## config.mk

```make
export PLATFORM = sky130hd
export DESIGN_NAME = nwt_ctrl
export DESIGN_NICKNAME = d
export VERILOG_FILES = /design/src/sv/nwt_pkg.sv /design/src/sv/nwt_ctrl.sv
export SDC_FILE = /design/constraint.sdc
export NUM_CORES = 1
export LEC_CHECK = 0
export ABC_CLOCK_PERIOD_IN_PS = 2250
export BUFFER_PORTS_ARGS = -buffer_cell sky130_fd_sc_hd__buf_4
export CAP_MARGIN = 10
export CELL_PAD_IN_SITES_DETAIL_PLACEMENT = 1
export CELL_PAD_IN_SITES_GLOBAL_PLACEMENT = 1
export CORE_AREA = 4 4 41 43
export DETAILED_ROUTE_END_ITERATION = 6
export DIE_AREA = 0 0 45 47
export PLACE_DENSITY_LB_ADDON = 0.1
export SLEW_MARGIN = 25
export SYNTH_ARGS = -nofsm -noshare
export SYNTH_HDL_FRONTEND = slang
export SYNTH_SLANG_ARGS = --single-unit
```

## constraint.sdc

```tcl
create_clock -name clk_i -period 2.25 [get_ports clk_i]
set_input_delay 0.3375 -clock clk_i [delete_from_list [all_inputs] [get_ports clk_i]]
set_output_delay 0.3375 -clock clk_i [all_outputs]
set_load 0.02 [all_outputs]
```

## src/sv/nwt_pkg.sv

```systemverilog
// Shared types, constants and helpers of the nearest waypoint tracker.
`default_nettype none
package nwt_pkg;

  localparam int IDX_W     = 12;
  localparam int LEN_W     = 13;
  localparam int STEP_W    = 12;
  localparam int REINIT_W  = 40;
  localparam int DIST_W    = 64;
  localparam int LAP_W     = 16;
  localparam int HEAD_W    = 16;
  localparam int CFG_IDX_W = 2;
  localparam int S_DATA_W  = 112;
  localparam int M_DATA_W  = 96;

  localparam logic [CFG_IDX_W-1:0] CFG_WIN_SIZE       = 2'd0;
  localparam logic [CFG_IDX_W-1:0] CFG_MAX_INDEX_STEP = 2'd1;
  localparam logic [CFG_IDX_W-1:0] CFG_REINIT_DIST_SQ = 2'd2;

  localparam logic ACT_LOAD = 1'b0;
  localparam logic ACT_POSE = 1'b1;

  typedef enum logic [2:0] {
    ST_IDLE,
    ST_WIN,
    ST_WIN_WAIT,
    ST_CHECK,
    ST_GLOB,
    ST_GLOB_WAIT,
    ST_STAB
  } state_e;

  typedef struct packed {
    logic load;
    logic start;
    logic clr_best;
    logic init_win;
    logic init_glob;
    logic issue;
    logic commit;
  } cmd_t;

  typedef struct packed {
    logic path_empty;
    logic initialized;
    logic last_issue;
    logic busy;
    logic far;
    logic out_free;
  } stat_t;

  // floor(x / 10), exact for every 16-bit x
  function automatic logic [15:0] div10(input logic [15:0] x);
    logic [31:0] p;
    p = 32'(x) * 32'd52429;
    return 16'(p >> 19);
  endfunction

endpackage
`default_nettype wire

```

## src/sv/nwt_ctrl.sv

```systemverilog
// Sequencing state machine of the nearest waypoint tracker.
`default_nettype none
module nwt_ctrl (
  input  wire           clk_i,
  input  wire           rst_ni,
  input  wire           s_valid_i,
  input  wire           s_action_i,
  output logic          s_ready_o,
  input  nwt_pkg::stat_t stat_i,
  output nwt_pkg::cmd_t  cmd_o
);
  import nwt_pkg::*;

  state_e state_q, state_d;
  logic   s_fire;
  logic   pose_go;

  assign s_fire  = s_valid_i && s_ready_o;
  assign pose_go = s_fire && (s_action_i == ACT_POSE) && !stat_i.path_empty;

  always_ff @(posedge clk_i or negedge rst_ni) begin
    if (!rst_ni) begin
      state_q <= ST_IDLE;
    end else begin
      state_q <= state_d;
    end
  end

  always_comb begin
    state_d = state_q;
    unique case (state_q)
      ST_IDLE: begin
        if (pose_go) begin
          state_d = stat_i.initialized ? ST_WIN : ST_GLOB;
        end
      end
      ST_WIN: begin
        if (stat_i.last_issue) state_d = ST_WIN_WAIT;
      end
      ST_WIN_WAIT: begin
        if (!stat_i.busy) state_d = ST_CHECK;
      end
      ST_CHECK: begin
        state_d = stat_i.far ? ST_GLOB : ST_STAB;
      end
      ST_GLOB: begin
        if (stat_i.last_issue) state_d = ST_GLOB_WAIT;
      end
      ST_GLOB_WAIT: begin
        if (!stat_i.busy) state_d = ST_STAB;
      end
      ST_STAB: begin
        if (stat_i.out_free) state_d = ST_IDLE;
      end
      default: state_d = ST_IDLE;
    endcase
  end

  always_comb begin
    s_ready_o = 1'b0;
    cmd_o     = '0;
    unique case (state_q)
      ST_IDLE: begin
        s_ready_o       = 1'b1;
        cmd_o.load      = s_fire && (s_action_i == ACT_LOAD);
        cmd_o.start     = pose_go;
        cmd_o.clr_best  = pose_go;
        cmd_o.init_win  = pose_go && stat_i.initialized;
        cmd_o.init_glob = pose_go && !stat_i.initialized;
      end
      ST_WIN, ST_GLOB: begin
        cmd_o.issue = 1'b1;
      end
      ST_CHECK: begin
        cmd_o.clr_best  = stat_i.far;
        cmd_o.init_glob = stat_i.far;
      end
      ST_STAB: begin
        cmd_o.commit = stat_i.out_free;
      end
      default: begin
        cmd_o = '0;
      end
    endcase
  end

endmodule
`default_nettype wire

```

# Word-level counts from Yosys, hierarchy flattened
# Cells that the tools add are included.
# Widths: inputs -> output; s select.
[word_totals]
regBits = 3
elab_cells = 41
[classes]
n_eq_ne = 12
muxes = 16
bitwise_logic = 1
n_reduce_logical = 11
[ops]
columns = ["cell", "count"]
rows = [
  ["$mux 3", 7],
  ["$pmux 3 s7", 1],
  ["$ne 2x2->1 const B", 6],
  ["$eq 3x3->1 const B", 3],
  ["$eq 3x2->1 const B", 2],
  ["$logic_and 1x1->1", 6],
  ["$reduce_and 6->1", 1],
  ["$mux 1", 4],
  ["$mux 2", 2],
  ["$pmux 1 s2", 2],
  ["$eq 3x1->1 const B", 1],
  ["$logic_not 3->1", 1],
  ["$logic_not 1->1", 2],
  ["$reduce_or 2->1", 1],
  ["$not 1->1", 1],
]

# Logic depth before layout (Yosys ltp)
[logic_depth]
ltp_word = 7
ltp_mapped = 5

# Worst setup path after synthesis
# Ideal clock, no wire load.
[synth_path]
kind = "register to output"
start = "register state_q[0]"
end = "output cmd_o[6] (netlist name)"
arrival_ps = 1518
path_slack_ps = 394
path_stages_with_launch = 4
path_buffers = 1
path_cell_list = "dfrtp_1 buf_4 or3_2 nor3b_1"
[synth_lines]
columns = ["element", "line_no", "source"]
rows = [
  ["start, declared", "nwt_ctrl.sv:14", "state_e state_q, state_d;"],
  ["start signal, assigned", "nwt_ctrl.sv:25", "state_q <= state_d;"],
  ["end, declared", "nwt_ctrl.sv:10", "output nwt_pkg::cmd_t cmd_o"],
]

==> metrics.md <==
| Metric | Value |
|---|---|
| Crit path launch type | `flip-flop` |
| Syn_nets | `54` |
| Post-layout power | `650 uW` |
| N_diodes | `0` |
| First-pass GRT wire length | `1880 um` |
| Reg clk slew, reported paths | `roughly 0.040 ns` |
| Max-slew violations | `0` |
| Row count | `13` |
| Die width | `45 um` |
| Worst EP required | `1.91 ns` |
| Buf/Inv on CP | `2` |
| Fmax | `0.488 GHz` |
| Cell family with most CP delay | `simple AND/OR/NAND/NOR gates` |
| Crit-path cells | `or3_2, inv_1, and3_1, buf_4` |
| Leak Pwr | `0.254 nW` |
| Initial antenna violation count | `0` |
| Synth-to-layout area growth | `41.5%` |
| Gr ovfl total | `0` |
| Critical Path Slowest Stage Cell | `dfrtp_1` |
| Post-place setup slack | `0.471 ns` |
| DR vias/cell | `5.23` |
| CTS tree | `yes` |
| Ys flop type | `dfrtp_1` |
| Final setup margin | `0.201 ns` |
| Fin Setup TNS | `0 ns` |
| Dpl cell area | `484 sq um` |
| Outcome | `complete, no violations` |
| Netlist cell types | `33` |
| Post-CTS resize count | `0` |
| Initial Util | `28.3%` |
| Register area share after synthesis | `20.4%` |
| Fillers | `171` |
| Post-route ant nets | `0` |
| 1st-iter DRT viols | `9` |
| Die area | `around 2100 sq um` |
| Largest regs | `state_q x3` |
| CP peak stage delay | `around 0.55 ns` |
| Hold-fix buffers, CTS | `1` |
| Post-CTS setup repair buffer count | `0` |
| Synth warn | `0` |
| Worst hold slack | `0.431 ns` |
| Synth Register Bits | `3` |
| Setup violators final | `0` |
| Synthesized cell area | `~370 sq um` |
| GRT Total Usage | `roughly an eighth` |
| RePlAce Congestion | `between 0.6 and 0.7` |
| I/O pin count | `18` |
| Clock root cell | `clkbuf_4` |
| Kind of critical path | `reg -> out` |
| Via count | `408` |
| Remaining DRCs | `0` |
| DR WL/cell | `14.5 um` |
| Min Tclk post-route | `a little over 2 ns` |
| Power Density | `1250 nW/um^2` |
| Peak VDD IR | `between 0.3 and 0.4 mV` |
| Relative slew slack | `66.7%` |
| Final period utilization | `91.1%` |
| Clock Tree Buf Depth | `2` |
| Post-synth ARST share | `100%` |
| H-tree depth | `1` |
| Core Region | `1300 sq um` |
| Vias in the first global route | `roughly 420` |
| Final Hold Fails | `0` |
| Post-synthesis cell count | `44` |
| Drt total wl | `~1100 um` |
| Total CTS buffers | `3` |
| Largest register FFs | `3` |
| Crit end category | `primary output` |
| Final instance area | `roughly 520 sq um` |
| RSZ-0062 raised after global routing | `no` |
| Largest fanout on the critical path | `18` |
| Setup Skew | `0.00388 ns` |
| IO buf count | `17` |
| Max-cap viol count | `0` |
| Most flop-heavy register | `state_q` |
| Post-synth EDFFs | `0` |
| First drt pass iteration count | `4` |
| Tightest Pin Transition | `about 0.5 ns` |
| Largest net degree at the start of global routing | `19` |
| Layout cell share with drive strength beyond 1 | `a little over two fifths` |
| Net count, final | `74` |
| CP arrival | `about 1.7 ns` |
| Path category of the worst min-delay check | `in -> async` |
| Clock sink count | `3` |
| Clock Latency Late Sink | `0.24 ns` |
| Syn avg cell area | `8.36 sq um` |
| Die height | `47 um` |
## cells in the mapped netlist (all sizes together) (2+ instances only)
cell,number,area share (%)
buf,4,10
inv,2,2.0
o21ai,2,2.7
a21oi,3,4.1
dfrtp,3,20
nand2,2,2.0
and3b,2,5.1
nor2,4,4.1
or3,2,3.7
mux2i,2,5.4
## power breakdown
part	internal, mW	switching [mW]	leakage, nW
combinational	0.197	0.206	0.202
sequential	0.0819	0.0698	0.0369
clock	0.0665	0.0290	0.0150
## path summary, 6_finish.rpt
path,start,endpoint,slack [ns],depth (start not counted)
worst max-delay path,state_q[1]$_DFFE_PN0P_,cmd_o[3],0.20,4
worst min-delay path,rst_ni,state_q[0]$_DFFE_PN0P_,0.43,2
worst max register to register,state_q[1]$_DFFE_PN0P_,state_q[1]$_DFFE_PN0P_,0.46,3
worst min register to register,state_q[2]$_DFFE_PN0P_,state_q[2]$_DFFE_PN0P_,0.74,3
max in group asynchronous,rst_ni,state_q[2]$_DFFE_PN0P_,1.72,2
min in group clk_i,stat_i[0],state_q[2]$_DFFE_PN0P_,0.43,4
## area by class of cell
type                    instances  area, sq um  area share [%]
well taps                      15         18.8            3.61
multi-input cells              35          248            47.6
repair buffers                 19          145            27.9
flip-flops and latches          3         75.1            14.4
inverters                       2         7.51            1.44
clock buffers                   4         26.3            5.05
## metal layers
| layer | global-route usage [%] | up-vias | routed length, um |
|---|---|---|---|
| met5 | 0 | - | 0 |
| met4 | 12.9 | 0 | 19 |
| met3 | 1.53 | 2 | 120 |
| met2 | 17.2 | 24 | 476 |
| met1 | 16.9 | 183 | 517 |
| li1 | - | 199 | - |
## logic make-up (layout without fill, tap and decap cells)
| group | after synthesis | after routing | share of synthesized area (%) |
|---|---|---|---|
| and+or+nand+nor | 22 | 22 | 38.1 |
| AOI/OAI and AO/OA | 9 | 9 | 15.3 |
| buffers and inverters | 6 | 25 | 12.2 |
| muxes | 3 | 3 | 11.6 |
| DFF | 3 | 3 | 20.4 |
| xor gates and xnor gates | 1 | 1 | 2.38 |
## per-stage QoR
| stage | utilization, % | cells |
|---|---|---|
| final | 40.0 | 78 |
| after global routing | 40.0 | 78 |
| after detailed placement | 37.2 | 73 |
| after CTS | 40.0 | 78 |
| after global placement | 37.2 | 73 |
| after floorplan | - | 44 |
## worst register-to-register path, delay by kind of cell, from the launching register on
family / cells / cell delay, ns
compound gates: 1 / 0.32
mux: 2 / 0.70
flops: 1 / 0.64
## placed cells by master (no fill, tap or decap), types with 2 or more instances in the layout
cell type  netlist  routed
buf_4            2      18
dfrtp_1          3       3
a21oi_1          3       3
nor2_1           4       4
clkbuf_4         0       3
nand2_1          2       2
mux2i_1          2       2
Note: power is estimated with default switching activity, not from simulation.
